`src/rtl/gism_pkg.sv`:
```
// Package for the gear interlock and speed model: command and gear codes,
// register indexes, reset values and the structs passed between the modules.
// No dependencies; gism_step and the top level in rtl/ import this package.
package gism_pkg;

  typedef enum logic [1:0] {
    CMD_TICK     = 2'd0,
    CMD_GEAR     = 2'd1,
    CMD_THROTTLE = 2'd2,
    CMD_BRAKE    = 2'd3
  } cmd_t;

  typedef enum logic [1:0] {
    GR_PARK = 2'd0,
    GR_REV  = 2'd1,
    GR_NEUT = 2'd2,
    GR_DRV  = 2'd3
  } gear_t;

  // Register indexes (byte address = 4 * index)
  localparam logic [1:0] REG_SPEED_CAP   = 2'd0;
  localparam logic [1:0] REG_ACCEL_RATE  = 2'd1;
  localparam logic [1:0] REG_BRAKE_DECEL = 2'd2;
  localparam logic [1:0] REG_COAST_DECEL = 2'd3;

  localparam logic [7:0] RST_SPEED_CAP   = 8'd120;
  localparam logic [7:0] RST_ACCEL_RATE  = 8'd10;
  localparam logic [7:0] RST_BRAKE_DECEL = 8'd5;
  localparam logic [7:0] RST_COAST_DECEL = 8'd1;

  localparam logic [6:0]  THROTTLE_MAX  = 7'd100;
  localparam logic [7:0]  REVERSE_LIMIT = 8'd30;
  // floor(p / 100) == (p * 5243) >> 19 for every p below 25600
  localparam logic [12:0] RECIP_100     = 13'd5243;
  localparam int          RECIP_SHIFT   = 19;

  typedef struct packed {
    logic [7:0] speed;
    gear_t      gear;
    logic       brake;
    logic [6:0] throttle;
  } state_t;

  typedef struct packed {
    logic [7:0] speed_cap;
    logic [7:0] accel_rate;
    logic [7:0] brake_decel;
    logic [7:0] coast_decel;
  } cfg_t;

  typedef struct packed {
    logic [1:0]         command;
    logic [2:0]         gear_request;
    logic signed [15:0] throttle_request;
    logic               brake_pressed;
  } item_t;

  typedef struct packed {
    logic       accepted;
    logic [7:0] speed_now;
    logic [1:0] gear_now;
  } result_t;

endpackage

```
`src/rtl/gism_if.sv`:
```
// Channel interfaces for the gear interlock and speed model: valid/ready
// handshake plus payload. No dependencies.
interface gism_in_if;
  logic               valid;
  logic               ready;
  logic [1:0]         command;
  logic [2:0]         gear_request;
  logic signed [15:0] throttle_request;
  logic               brake_pressed;

  modport source (output valid, command, gear_request, throttle_request, brake_pressed,
                  input ready);
  modport sink   (input valid, command, gear_request, throttle_request, brake_pressed,
                  output ready);
endinterface

interface gism_out_if;
  logic       valid;
  logic       ready;
  logic       accepted;
  logic [7:0] speed_now;
  logic [1:0] gear_now;

  modport source (output valid, accepted, speed_now, gear_now, input ready);
  modport sink   (input valid, accepted, speed_now, gear_now, output ready);
endinterface

```
`src/rtl/gism_step.sv`:
```
// Next-state and result logic for one command of the speed model.
// Depends on gism_pkg; the throttle * accel product comes in precomputed.
module gism_step (
  input  gism_pkg::state_t  st,
  input  gism_pkg::cfg_t    cfg,
  input  gism_pkg::item_t   item,
  input  logic [14:0]       prod,
  output gism_pkg::state_t  st_step,
  output gism_pkg::result_t res
);
  import gism_pkg::*;

  logic [27:0] recip;
  logic [7:0]  gain_q;
  logic [7:0]  gain_drive;
  logic [7:0]  gain_rev;
  logic [8:0]  sum_drive;
  logic [8:0]  sum_rev;
  logic [7:0]  spd_drive;
  logic [7:0]  spd_rev;
  logic [7:0]  spd_brake;
  logic [7:0]  spd_coast;
  logic        accepted;
  gear_t       req_gear;
  cmd_t        cmd;

  // Divide the product by 100 (drive) and by 200 (reverse), floor of 1
  assign recip      = {13'd0, prod} * {15'd0, RECIP_100};
  assign gain_q     = recip[RECIP_SHIFT +: 8];
  assign gain_drive = (gain_q == 8'd0) ? 8'd1 : gain_q;
  assign gain_rev   = (gain_q[7:1] == 7'd0) ? 8'd1 : {1'b0, gain_q[7:1]};

  assign sum_drive = {1'b0, st.speed} + {1'b0, gain_drive};
  assign sum_rev   = {1'b0, st.speed} + {1'b0, gain_rev};
  assign spd_drive = (sum_drive > {1'b0, cfg.speed_cap}) ? cfg.speed_cap : sum_drive[7:0];
  assign spd_rev   = (sum_rev > {1'b0, REVERSE_LIMIT}) ? REVERSE_LIMIT : sum_rev[7:0];
  assign spd_brake = (st.speed > cfg.brake_decel) ? st.speed - cfg.brake_decel : 8'd0;
  assign spd_coast = (st.speed > cfg.coast_decel) ? st.speed - cfg.coast_decel : 8'd0;

  assign cmd      = cmd_t'(item.command);
  assign req_gear = gear_t'(item.gear_request[1:0]);

  always_comb begin
    st_step  = st;
    accepted = 1'b1;
    case (cmd)
      CMD_TICK: begin
        if (st.brake) begin
          st_step.speed = spd_brake;
        end else if (st.gear == GR_DRV && st.throttle != 7'd0) begin
          st_step.speed = spd_drive;
        end else if (st.gear == GR_REV && st.throttle != 7'd0) begin
          st_step.speed = spd_rev;
        end else begin
          st_step.speed = spd_coast;
        end
      end
      CMD_GEAR: begin
        if (item.gear_request[2]) begin
          accepted = 1'b0;
        end else if (req_gear == GR_REV && st.speed != 8'd0) begin
          accepted = 1'b0;
        end else if (req_gear == GR_PARK && (st.speed != 8'd0 || !st.brake)) begin
          accepted = 1'b0;
        end else if (st.gear == GR_PARK && req_gear != GR_PARK && !st.brake) begin
          accepted = 1'b0;
        end else begin
          st_step.gear = req_gear;
        end
      end
      CMD_THROTTLE: begin
        if (item.throttle_request[15]) begin
          st_step.throttle = 7'd0;
        end else if (item.throttle_request > $signed({9'd0, THROTTLE_MAX})) begin
          st_step.throttle = THROTTLE_MAX;
        end else begin
          st_step.throttle = item.throttle_request[6:0];
        end
      end
      CMD_BRAKE: begin
        st_step.brake = item.brake_pressed;
      end
      default: begin
        st_step = st;
      end
    endcase
  end

  assign res.accepted  = accepted;
  assign res.speed_now = st_step.speed;
  assign res.gear_now  = st_step.gear;

endmodule

```
`src/rtl/gear_interlock_speed_model_top.sv`:
```
// Top level of the gear interlock and speed model: APB register file,
// input and result registers, cached throttle product and assertions.
// Depends on gism_pkg, gism_in_if / gism_out_if and gism_step.
//
// Usage:
//   in_ch carries one command per transaction (tick, gear, throttle, brake);
//   out_ch returns exactly one result per command: accepted flag, speed and
//   gear after the command. Results leave in command order.
//   Throughput: one transaction per cycle while out_ch.ready stays high;
//   every command reads the speed, gear, brake and throttle left by the one
//   before it, and the whole update fits between the input register and the
//   result register.
//   The throttle * accel_rate product is held in a register, refreshed when
//   the throttle or accel_rate is written, so the tick path has only the
//   divide-by-100 reciprocal multiply.
//   Stall: while out_ch.ready is low a finished result holds in the result
//   register and one more transaction may wait in the input register; in_ch
//   drops ready only when both are full.
//   Reset (synchronous, rst_n low): speed 0, park, brake released, throttle 0,
//   registers to 120 / 10 / 5 / 1, both stages empty.
//   Registers: psel/penable/pwrite write at byte address 4*index; pready is
//   tied high; prdata returns the addressed register. Write only while idle.
module gear_interlock_speed_model_top (
  input  logic        clk,
  input  logic        rst_n,
  gism_in_if.sink     in_ch,
  gism_out_if.source  out_ch,
  input  logic        psel,
  input  logic        penable,
  input  logic        pwrite,
  input  logic [3:0]  paddr,
  input  logic [31:0] pwdata,
  output logic [31:0] prdata,
  output logic        pready
);
  import gism_pkg::*;

  // Register file
  cfg_t        cfg_r, cfg_nxt;
  logic        cfg_wr;
  logic [1:0]  cfg_idx;

  // Pipeline stages and model state
  logic        in_valid_r, in_valid_nxt;
  item_t       item_r, item_nxt;
  logic        out_valid_r, out_valid_nxt;
  result_t     res_r, res_nxt;
  state_t      st_r, st_nxt;
  logic [14:0] prod_r, prod_nxt;

  state_t      st_step;
  result_t     res_step;
  logic        adv;
  logic        take;
  logic [6:0]  mul_a;
  logic [7:0]  mul_b;

  // APB: write on the access phase, read back combinationally
  assign pready  = 1'b1;
  assign cfg_wr  = psel && penable && pwrite && pready;
  assign cfg_idx = paddr[3:2];

  always_comb begin
    cfg_nxt = cfg_r;
    if (cfg_wr) begin
      case (cfg_idx)
        REG_SPEED_CAP:   cfg_nxt.speed_cap   = pwdata[7:0];
        REG_ACCEL_RATE:  cfg_nxt.accel_rate  = pwdata[7:0];
        REG_BRAKE_DECEL: cfg_nxt.brake_decel = pwdata[7:0];
        REG_COAST_DECEL: cfg_nxt.coast_decel = pwdata[7:0];
        default:         cfg_nxt = cfg_r;
      endcase
    end
  end

  always_comb begin
    case (cfg_idx)
      REG_SPEED_CAP:   prdata = {24'd0, cfg_r.speed_cap};
      REG_ACCEL_RATE:  prdata = {24'd0, cfg_r.accel_rate};
      REG_BRAKE_DECEL: prdata = {24'd0, cfg_r.brake_decel};
      REG_COAST_DECEL: prdata = {24'd0, cfg_r.coast_decel};
      default:         prdata = 32'd0;
    endcase
  end

  // Advance the input stage into the result register when it can be taken
  assign adv          = in_valid_r && (!out_valid_r || out_ch.ready);
  assign in_ch.ready  = !in_valid_r || adv;
  assign take         = in_ch.valid && in_ch.ready;

  gism_step u_step (
    .st      (st_r),
    .cfg     (cfg_r),
    .item    (item_r),
    .prod    (prod_r),
    .st_step (st_step),
    .res     (res_step)
  );

  // One shared 7x8 multiplier keeps prod_r equal to throttle * accel_rate
  always_comb begin
    if (cfg_wr && cfg_idx == REG_ACCEL_RATE) begin
      mul_a = st_r.throttle;
      mul_b = pwdata[7:0];
    end else begin
      mul_a = st_step.throttle;
      mul_b = cfg_r.accel_rate;
    end
  end

  always_comb begin
    prod_nxt = prod_r;
    if ((cfg_wr && cfg_idx == REG_ACCEL_RATE) ||
        (adv && cmd_t'(item_r.command) == CMD_THROTTLE)) begin
      prod_nxt = {8'd0, mul_a} * {7'd0, mul_b};
    end
  end

  always_comb begin
    in_valid_nxt  = in_valid_r;
    item_nxt      = item_r;
    out_valid_nxt = out_valid_r;
    res_nxt       = res_r;
    st_nxt        = st_r;
    if (adv) begin
      in_valid_nxt  = 1'b0;
      out_valid_nxt = 1'b1;
      res_nxt       = res_step;
      st_nxt        = st_step;
    end else if (out_valid_r && out_ch.ready) begin
      out_valid_nxt = 1'b0;
    end
    if (take) begin
      in_valid_nxt               = 1'b1;
      item_nxt.command           = in_ch.command;
      item_nxt.gear_request      = in_ch.gear_request;
      item_nxt.throttle_request  = in_ch.throttle_request;
      item_nxt.brake_pressed     = in_ch.brake_pressed;
    end
  end

  always_ff @(posedge clk) begin
    if (!rst_n) begin
      cfg_r       <= '{speed_cap:   RST_SPEED_CAP,
                       accel_rate:  RST_ACCEL_RATE,
                       brake_decel: RST_BRAKE_DECEL,
                       coast_decel: RST_COAST_DECEL};
      st_r        <= '{speed: 8'd0, gear: GR_PARK, brake: 1'b0, throttle: 7'd0};
      prod_r      <= 15'd0;
      in_valid_r  <= 1'b0;
      out_valid_r <= 1'b0;
    end else begin
      cfg_r       <= cfg_nxt;
      st_r        <= st_nxt;
      prod_r      <= prod_nxt;
      in_valid_r  <= in_valid_nxt;
      out_valid_r <= out_valid_nxt;
    end
  end

  // Payload registers carry no reset
  always_ff @(posedge clk) begin
    item_r <= item_nxt;
    res_r  <= res_nxt;
  end

  assign out_ch.valid     = out_valid_r;
  assign out_ch.accepted  = res_r.accepted;
  assign out_ch.speed_now = res_r.speed_now;
  assign out_ch.gear_now  = res_r.gear_now;

  // Cached product must track throttle and accel_rate
  a_prod_tracks: assert property (@(posedge clk) disable iff (!rst_n)
    prod_r == 15'({8'd0, st_r.throttle} * {7'd0, cfg_r.accel_rate}))
    else $error("throttle product out of step with throttle and accel_rate");

  // Park is entered only at standstill and speed can only fall there
  a_park_still: assert property (@(posedge clk) disable iff (!rst_n)
    st_r.gear == GR_PARK |-> st_r.speed == 8'd0)
    else $error("nonzero speed while in park");

  // Reverse starts at standstill and is clamped to the reverse limit
  a_rev_limit: assert property (@(posedge clk) disable iff (!rst_n)
    st_r.gear == GR_REV |-> st_r.speed <= REVERSE_LIMIT)
    else $error("reverse speed above limit");

  // A refused gear request leaves the gear unchanged
  a_refuse_hold: assert property (@(posedge clk) disable iff (!rst_n)
    adv && !res_step.accepted |=> st_r.gear == $past(st_r.gear))
    else $error("gear changed on a refused request");

endmodule

```
`src/flat_wrapper.sv`:
```
// flat-port wrapper written by rule: the top's interface ports become plain ports
module gear_interlock_speed_model_top_flat import gism_pkg::*;
  (clk, rst_n, psel, penable, pwrite, paddr, pwdata, prdata, pready, in_ch_valid, in_ch_command, in_ch_gear_request, in_ch_throttle_request, in_ch_brake_pressed, in_ch_ready, out_ch_valid, out_ch_accepted, out_ch_speed_now, out_ch_gear_now, out_ch_ready);
  gism_in_if in_ch_i ();
  gism_out_if out_ch_i ();
  input  logic clk;
  input  logic rst_n;
  input  logic psel;
  input  logic penable;
  input  logic pwrite;
  input  logic [3:0] paddr;
  input  logic [31:0] pwdata;
  output logic [31:0] prdata;
  output logic pready;
  input wire logic [$bits(in_ch_i.valid)-1:0] in_ch_valid;
  input wire logic [$bits(in_ch_i.command)-1:0] in_ch_command;
  input wire logic [$bits(in_ch_i.gear_request)-1:0] in_ch_gear_request;
  input wire logic [$bits(in_ch_i.throttle_request)-1:0] in_ch_throttle_request;
  input wire logic [$bits(in_ch_i.brake_pressed)-1:0] in_ch_brake_pressed;
  output wire logic [$bits(in_ch_i.ready)-1:0] in_ch_ready;
  output wire logic [$bits(out_ch_i.valid)-1:0] out_ch_valid;
  output wire logic [$bits(out_ch_i.accepted)-1:0] out_ch_accepted;
  output wire logic [$bits(out_ch_i.speed_now)-1:0] out_ch_speed_now;
  output wire logic [$bits(out_ch_i.gear_now)-1:0] out_ch_gear_now;
  input wire logic [$bits(out_ch_i.ready)-1:0] out_ch_ready;
  assign in_ch_i.valid = in_ch_valid;
  assign in_ch_i.command = in_ch_command;
  assign in_ch_i.gear_request = in_ch_gear_request;
  assign in_ch_i.throttle_request = in_ch_throttle_request;
  assign in_ch_i.brake_pressed = in_ch_brake_pressed;
  assign in_ch_ready = in_ch_i.ready;
  assign out_ch_valid = out_ch_i.valid;
  assign out_ch_accepted = out_ch_i.accepted;
  assign out_ch_speed_now = out_ch_i.speed_now;
  assign out_ch_gear_now = out_ch_i.gear_now;
  assign out_ch_i.ready = out_ch_ready;
  gear_interlock_speed_model_top u_core (.clk(clk), .rst_n(rst_n), .in_ch(in_ch_i), .out_ch(out_ch_i), .psel(psel), .penable(penable), .pwrite(pwrite), .paddr(paddr), .pwdata(pwdata), .prdata(prdata), .pready(pready));
endmodule
```
`config.mk`:
```
export PLATFORM = sky130hd
export DESIGN_NAME = gear_interlock_speed_model_top_flat
export DESIGN_NICKNAME = d
export VERILOG_FILES = /design/src/rtl/gism_pkg.sv /design/src/rtl/gism_if.sv /design/src/rtl/gism_step.sv /design/src/rtl/gear_interlock_speed_model_top.sv /design/src/flat_wrapper.sv
export SDC_FILE = /design/constraint.sdc
export NUM_CORES = 1
export LEC_CHECK = 0
export BUFFER_PORTS_ARGS = -buffer_cell sky130_fd_sc_hd__buf_2
export CORE_ASPECT_RATIO = 1.25
export CORE_MARGIN = 3
export CORE_UTILIZATION = 55
export CTS_BUF_LIST = sky130_fd_sc_hd__clkbuf_8
export DETAILED_ROUTE_END_ITERATION = 10
export PLACE_DENSITY = 0.8
export SLEW_MARGIN = 5
export SYNTH_ARGS = -nofsm -noshare
export SYNTH_HDL_FRONTEND = slang
export SYNTH_SLANG_ARGS = --single-unit
```
`constraint.sdc`:
```
create_clock -name clk -period 9.7 [get_ports clk]
set_input_delay 0.97 -clock clk [delete_from_list [all_inputs] [get_ports clk]]
set_output_delay 0.97 -clock clk [all_outputs]
set_load 0.1 [all_outputs]
```
# After elaboration in Yosys (flattened, before gate mapping)
# Cells that the tools add are included.
# classes
n_eq_ne	9
muxes	29
addsub	4
magnitude_cmp	5
n_reduce_logical	36
mul	2
# op_table
cell	n
$pmux W32 S4	1
$mux W8	10
$mux W7	5
$mul A15 B13 Y27 const B	1
$gt A16 B8 Y1 const B	1
$gt A8 B8 Y1	2
$sub A8 B8 Y8	2
$mul A7 B8 Y15	1
$logic_and A1 B1 Y1	13
$eq A2 B2 Y1 const B	5
$mux W2	5
$reduce_and A2 Y1	5
$add A8 B7 Y9	1
$add A8 B8 Y9	1
$gt A9 B5 Y1 const B	1
$gt A9 B8 Y1	1
$eq A2 B1 Y1 const B	4
$logic_not A2 Y1	4
$logic_not A8 Y1	1
$mux W1	8
$reduce_bool A8 Y1	1
$logic_not A7 Y1	1
$reduce_bool A7 Y1	1
$reduce_bool A2 Y1	3
other kinds (2)	7
# word_totals
output_inout_bits	46
word_cells	103
reg_bits	100
inputBits	65

# Depth between registers and ports, before layout
# logic_depth
ltp_word	10
mapped_depth	38
depth_no_buf	37

# Hierarchy
# Synthesis repeated with hierarchy kept, for this count alone.
# hier_totals
cells_unflattened	1232
area_unflattened_um2	11433.5
# by_module_without_submodules
module	n_inst	seq_area_each_um2	area_per_inst_um2	cells_per_inst
gism_step	1	0.0	5874.4	696
gear_interlock_speed_model_top	1	2332.2	5559.1	536

# Worst setup path before layout
# Ideal clock, no wire load.
# synth_timing
path_kind	reg2reg
startpoint	register u_core.prod_r[12]
endpoint	register u_core.res_r, in the netlist u_core.out_ch.speed_now[5] (data pin)
synth_period_minus_slack_ns	8.465
path_stages_with_launch	39
required_time_ns	9.430
t_arrival_ns	8.194
path_buffers	1
path_slack_ns	1.235
setup_time_ns	0.270
path_cell_list	dfxtp_1 fa_1 ha_1 inv_1 fa_1 inv_1 fa_1 inv_1 fa_1 inv_1 ha_1 nand2_1 o211ai_1 a31oi_2 nor3_1 a211oi_4 and2_1 buf_6 [3 not listed] ha_1 inv_1 fa_1 nor2b_1 o21a_1 o21ai_0 nand2b_1 a21oi_1 xnor2_1 ha_1 a211o_1 o221ai_1 a21oi_1 o22ai_1 nand2_1 mux2_2 a31oi_1 a21oi_1
# synth_lines
item	line_no	rtl
start: declaration	gear_interlock_speed_model_top.sv:49	logic [14:0] prod_r, prod_nxt;
start signal: assignment	gear_interlock_speed_model_top.sv:155	prod_r <= prod_nxt;
end signal: assignment	gear_interlock_speed_model_top.sv:164	res_r <= res_nxt;
end: declaration	gear_interlock_speed_model_top.sv:47	result_t res_r, res_nxt;

==> tab_implementation.tex <==
\begin{tabular}{lr}
\hline
Metric & Value \\
\hline
\multicolumn{2}{l}{\textbf{Run status}} \\
Run status & completed \\
\multicolumn{2}{l}{\textbf{Placed design}} \\
DP Area & 0.0118 mm² \\
Final weighted congestion of routability-driven global placement & 0.960 \\
Count of buffers from port buffering & 59 \\
HPWL Detailed & 20.7 mm \\
Post-Place Worst Slack & about 370 ps \\
\multicolumn{2}{l}{\textbf{STA}} \\
Worst path setup slack after routing & 585 ps \\
Relative slew margins & a little over a fifth \\
Worst-Margin Slew & 1170 ps \\
Final period demand of the worst path & 9120 ps \\
Setup-violating endpoint count in the final report & 0 \\
Final period utilization & 94.0\% \\
Worst clock skew on the final layout & $\sim$18 ps \\
Achievable clock frequency & 0.110 GHz \\
Unrepaired setup endpoints after global routing & no \\
Setup\_tns & 0 ps \\
Final max-slew violation count & 0 \\
Final Hold Viols & 0 \\
\multicolumn{2}{l}{\textbf{Synthesis}} \\
\#FFs+latches synth & 100 \\
Synth async-reset ratio & 0\% \\
Synth warnings & 0 \\
Mapped Cells & 1216 \\
Number of enable-type register cells in the synthesized netlist & 33 \\
Count of different cell masters after synthesis & 66 \\
Avg Cell Area, Syn & 9.33 µm² \\
Netlist area before placement & 0.0113 mm² \\
Top flip-flop cell by instance count after synthesis & sky130\_fd\_sc\_hd\_\_dfxtp\_1 \\
Seq/Total Area, Yosys & 20.6\% \\
\multicolumn{2}{l}{\textbf{Critical path}} \\
Nature of the critical path endpoint & flip-flop \\
Buffering stage count on the worst path with inverters included & 5 \\
Crit path launch type & flip-flop \\
Critical Path AT & 9220 ps \\
Delay of the slowest cell on the worst path & 540 ps \\
Kind of critical path & flip-flop to flip-flop \\
Worst-path cell with the longest stage delay & sky130\_fd\_sc\_hd\_\_fa\_1 \\
Top fanout value on the critical path & 8 \\
Dominant delay contributor by cell family on the critical path & adder cells \\
WP data required & 9800 ps \\
\multicolumn{2}{l}{\textbf{Cells and area}} \\
FILL cells & 1716 \\
Total number of nets in the final design & 1600 \\
Post-layout instance area & 0.0120 mm² \\
Area delta synth->final & 6.10\% \\
Final antenna diode count & 0 \\
Fin util & 59.7\% \\
Fraction of layout cells with a size suffix above 1 & 9.77\% \\
\multicolumn{2}{l}{\textbf{Pwr}} \\
P per Cell Area & 83.4 mW/mm² \\
Leakage power & between 0.006 and 0.007 µW \\
Post-layout power & 1000 µW \\
Peak supply drop & 0.119 mV \\
\multicolumn{2}{l}{\textbf{Floorplan}} \\
Top Ports & 111 \\
Die Outline Area & 0.0224 mm² \\
Starting density of the core & 56.2\% \\
Die Height & $\sim$170 µm \\
Number of placement rows & 58 \\
Floorplan die width & 134 µm \\
Core Area & approximately 0.020 mm² \\
\multicolumn{2}{l}{\textbf{CTS}} \\
Clock tree sinks & 100 \\
Clock tree from TritonCTS & built \\
Level count of the clock H-tree & 3 \\
Cts bufs inserted & 9 \\
Post-CTS clock slew at the launch and capture registers of the worst setup and hold paths & between 100 and 150 ps \\
Clock latency on the worst-skew pair & 380 ps \\
Number of buffers added for setup after CTS & 0 \\
CTS root buffer & sky130\_fd\_sc\_hd\_\_clkbuf\_8 \\
Deepest clock path buffer count & 2 \\
\multicolumn{2}{l}{\textbf{Global route}} \\
Global-route wire length before repair & about 42 mm \\
Via count of the first global-routing pass & 8617 \\
Sum of overflow across all layers after global routing & 0 \\
Initial antenna violation count & 4 \\
Maximum number of pins on one net before global-route repair & between 70 and 80 \\
GRT Util Overall & 23.1\% \\
\multicolumn{2}{l}{\textbf{Detailed routing}} \\
Number of remaining DRC errors & 0 \\
Detailed router's first-iteration violation count & 564 \\
Detail-routed net length per standard cell & between 15 and 20 µm \\
Vias after detailed routing & 8564 \\
First drt pass iteration count & 5 \\
Post-detailed-route via-to-cell ratio & 5.56 \\
Aggregate routed wire length & 25.1 mm \\
Number of routed nets with antenna violations & 0 \\
\multicolumn{2}{l}{\textbf{Job}} \\
Max-cap viol count & 0 \\
\multicolumn{2}{l}{\textbf{Min path}} \\
Classification of the worst-slack hold path & flip-flop to flip-flop \\
\hline
\end{tabular}
[worst min-delay path, stage by stage (launching register included)]
cell and delay, ps:
sky130_fd_sc_hd__dfxtp_1 340, sky130_fd_sc_hd__nand2_1 50, sky130_fd_sc_hd__a21boi_0 70
[state kept, by name (all words and copies together), names as in the netlist]
register / flops
u_core.st_r: 18
u_core.out_ch.accepted: 1
u_core.prod_r: 15
u_core.out_ch.gear_now: 2
u_core.item_r: 22
u_core.out_ch.valid: 1
u_core.cfg_r: 32
u_core.out_ch.speed_now: 8
u_core.in_valid_r: 1
[metrics by stage]
| stage | instances | hold WS (ps) |
|---|---|---|
| after CTS | 1539 | 499 |
| after floorplan | 1239 | 454 |
| final | 1539 | 498 |
| after global placement | 1523 | 468 |
| after global routing | 1539 | 551 |
| after detailed placement | 1523 | 486 |
[final cells by class]
type	count	area, µm²	area share [%]
Clock buffer	9	124	1.03
Clock inverter	7	81.3	0.676
Inverter	197	739	6.14
Multi-Input combinational cell	893	8080	67.1
Sequential cell	100	2350	19.5
Tap cell	270	338	2.81
Timing Repair Buffer	63	325	2.70
[layer usage]
metal  vias to the layer above  routed length, µm  global-route usage, %
li1                       4154                  -                      -
met1                      4116              10600                   29.6
met2                       229              12700                   40.9
met4                         8                644                   6.42
met3                        57               1040                   2.75
met5                         -                 43                      0
[synth_stat cells (3+ instances only)]
| master | count | area, µm² |
|---|---|---|
| sky130_fd_sc_hd__clkbuf_1 | 20 | 75.1 |
| sky130_fd_sc_hd__a21boi_0 | 15 | 113 |
| sky130_fd_sc_hd__a21o_1 | 15 | 113 |
| sky130_fd_sc_hd__or2_2 | 5 | 31.3 |
| sky130_fd_sc_hd__a22o_1 | 5 | 43.8 |
| sky130_fd_sc_hd__nor4_1 | 6 | 37.5 |
| sky130_fd_sc_hd__o21ai_0 | 38 | 190 |
| sky130_fd_sc_hd__a22oi_1 | 6 | 45.0 |
| sky130_fd_sc_hd__nor2_1 | 42 | 158 |
| sky130_fd_sc_hd__or3_1 | 5 | 31.3 |
| sky130_fd_sc_hd__a31o_2 | 4 | 35.0 |
| sky130_fd_sc_hd__nand4_1 | 10 | 62.6 |
| sky130_fd_sc_hd__dfxtp_1 | 67 | 1340 |
| sky130_fd_sc_hd__fa_1 | 101 | 2020 |
| sky130_fd_sc_hd__a211o_1 | 5 | 43.8 |
| sky130_fd_sc_hd__nand2b_1 | 9 | 56.3 |
| sky130_fd_sc_hd__a31oi_1 | 8 | 50.1 |
| sky130_fd_sc_hd__o32a_1 | 3 | 30.0 |
| sky130_fd_sc_hd__mux2i_1 | 25 | 250 |
| sky130_fd_sc_hd__o21a_1 | 9 | 67.6 |
| sky130_fd_sc_hd__xnor2_1 | 30 | 263 |
| sky130_fd_sc_hd__o31ai_1 | 7 | 52.6 |
| sky130_fd_sc_hd__and2_1 | 23 | 144 |
| sky130_fd_sc_hd__nand2_1 | 109 | 409 |
| sky130_fd_sc_hd__nand3b_1 | 4 | 30.0 |
| sky130_fd_sc_hd__o211ai_1 | 10 | 75.1 |
| sky130_fd_sc_hd__o211a_1 | 3 | 30.0 |
| sky130_fd_sc_hd__nor3_1 | 17 | 85.1 |
| sky130_fd_sc_hd__inv_1 | 197 | 739 |
| sky130_fd_sc_hd__xor2_1 | 15 | 131 |
| sky130_fd_sc_hd__mux4_2 | 8 | 180 |
| sky130_fd_sc_hd__nor2b_1 | 37 | 231 |
| sky130_fd_sc_hd__nand3_1 | 21 | 105 |
| sky130_fd_sc_hd__ha_1 | 170 | 2130 |
| sky130_fd_sc_hd__edfxtp_1 | 33 | 991 |
| sky130_fd_sc_hd__mux2_2 | 9 | 101 |
| sky130_fd_sc_hd__a21oi_1 | 55 | 275 |
| sky130_fd_sc_hd__o21bai_1 | 6 | 45.0 |
| sky130_fd_sc_hd__buf_4 | 26 | 195 |
[worst paths after layout]
kind | startpoint | endpoint | slack [ps] | cells past startpoint
min | u_core.cfg_r[25] | u_core.cfg_r[25] | 500 | 2
min reg2reg | u_core.cfg_r[25] | u_core.cfg_r[25] | 500 | 2
max reg2reg | u_core.prod_r[13] | u_core.out_ch.speed_now[5] | 580 | 37
max | u_core.prod_r[13] | u_core.out_ch.speed_now[5] | 580 | 37
[layout by cell type, fill, tap and decap left out, types with 6 or more instances in the layout]
master / n
sky130_fd_sc_hd__a21o_1: 15
sky130_fd_sc_hd__nand2b_1: 9
sky130_fd_sc_hd__dfxtp_2: 8
sky130_fd_sc_hd__a22oi_1: 6
sky130_fd_sc_hd__and2_1: 23
sky130_fd_sc_hd__nand3_1: 21
sky130_fd_sc_hd__ha_1: 170
sky130_fd_sc_hd__conb_1: 25
sky130_fd_sc_hd__nand2_1: 109
sky130_fd_sc_hd__clkbuf_8: 9
sky130_fd_sc_hd__o211ai_1: 10
sky130_fd_sc_hd__buf_2: 59
sky130_fd_sc_hd__dfxtp_1: 58
sky130_fd_sc_hd__nor3_1: 17
sky130_fd_sc_hd__mux2_2: 9
sky130_fd_sc_hd__xor2_1: 15
sky130_fd_sc_hd__mux2i_1: 25
sky130_fd_sc_hd__mux4_2: 8
sky130_fd_sc_hd__o31ai_1: 7
sky130_fd_sc_hd__a21boi_0: 15
sky130_fd_sc_hd__nand4_1: 10
sky130_fd_sc_hd__o21a_1: 9
sky130_fd_sc_hd__nor4_1: 6
sky130_fd_sc_hd__nor2b_1: 37
sky130_fd_sc_hd__o21bai_1: 6
sky130_fd_sc_hd__edfxtp_1: 33
sky130_fd_sc_hd__a31oi_1: 8
sky130_fd_sc_hd__nor2_1: 42
sky130_fd_sc_hd__a21oi_1: 55
sky130_fd_sc_hd__o21ai_0: 38
sky130_fd_sc_hd__fa_1: 101
sky130_fd_sc_hd__inv_1: 197
sky130_fd_sc_hd__xnor2_1: 29
[report_power, final]
part	switching, µW	internal, µW
Combinational	185	81.1
Clock	156	123
Sequential	12.2	446
[cells by family after synthesis]
group,share of synthesized area (%)
multiplexers,4.69
other,0.0662
buffers and inverters,9.07
XOR/XNOR,3.47
AO/OA/AOI/OAI,12.8
adder cells (fa/ha/maj),36.6
AND/OR/NAND/NOR,12.8
flip-flops,20.6
[timing repair]
action	4_1_cts	5_1_grt
hold buffers	0	0
setup endpoints to repair	0	9
resized for setup	0	11
(Power assumes the default switching activity.)
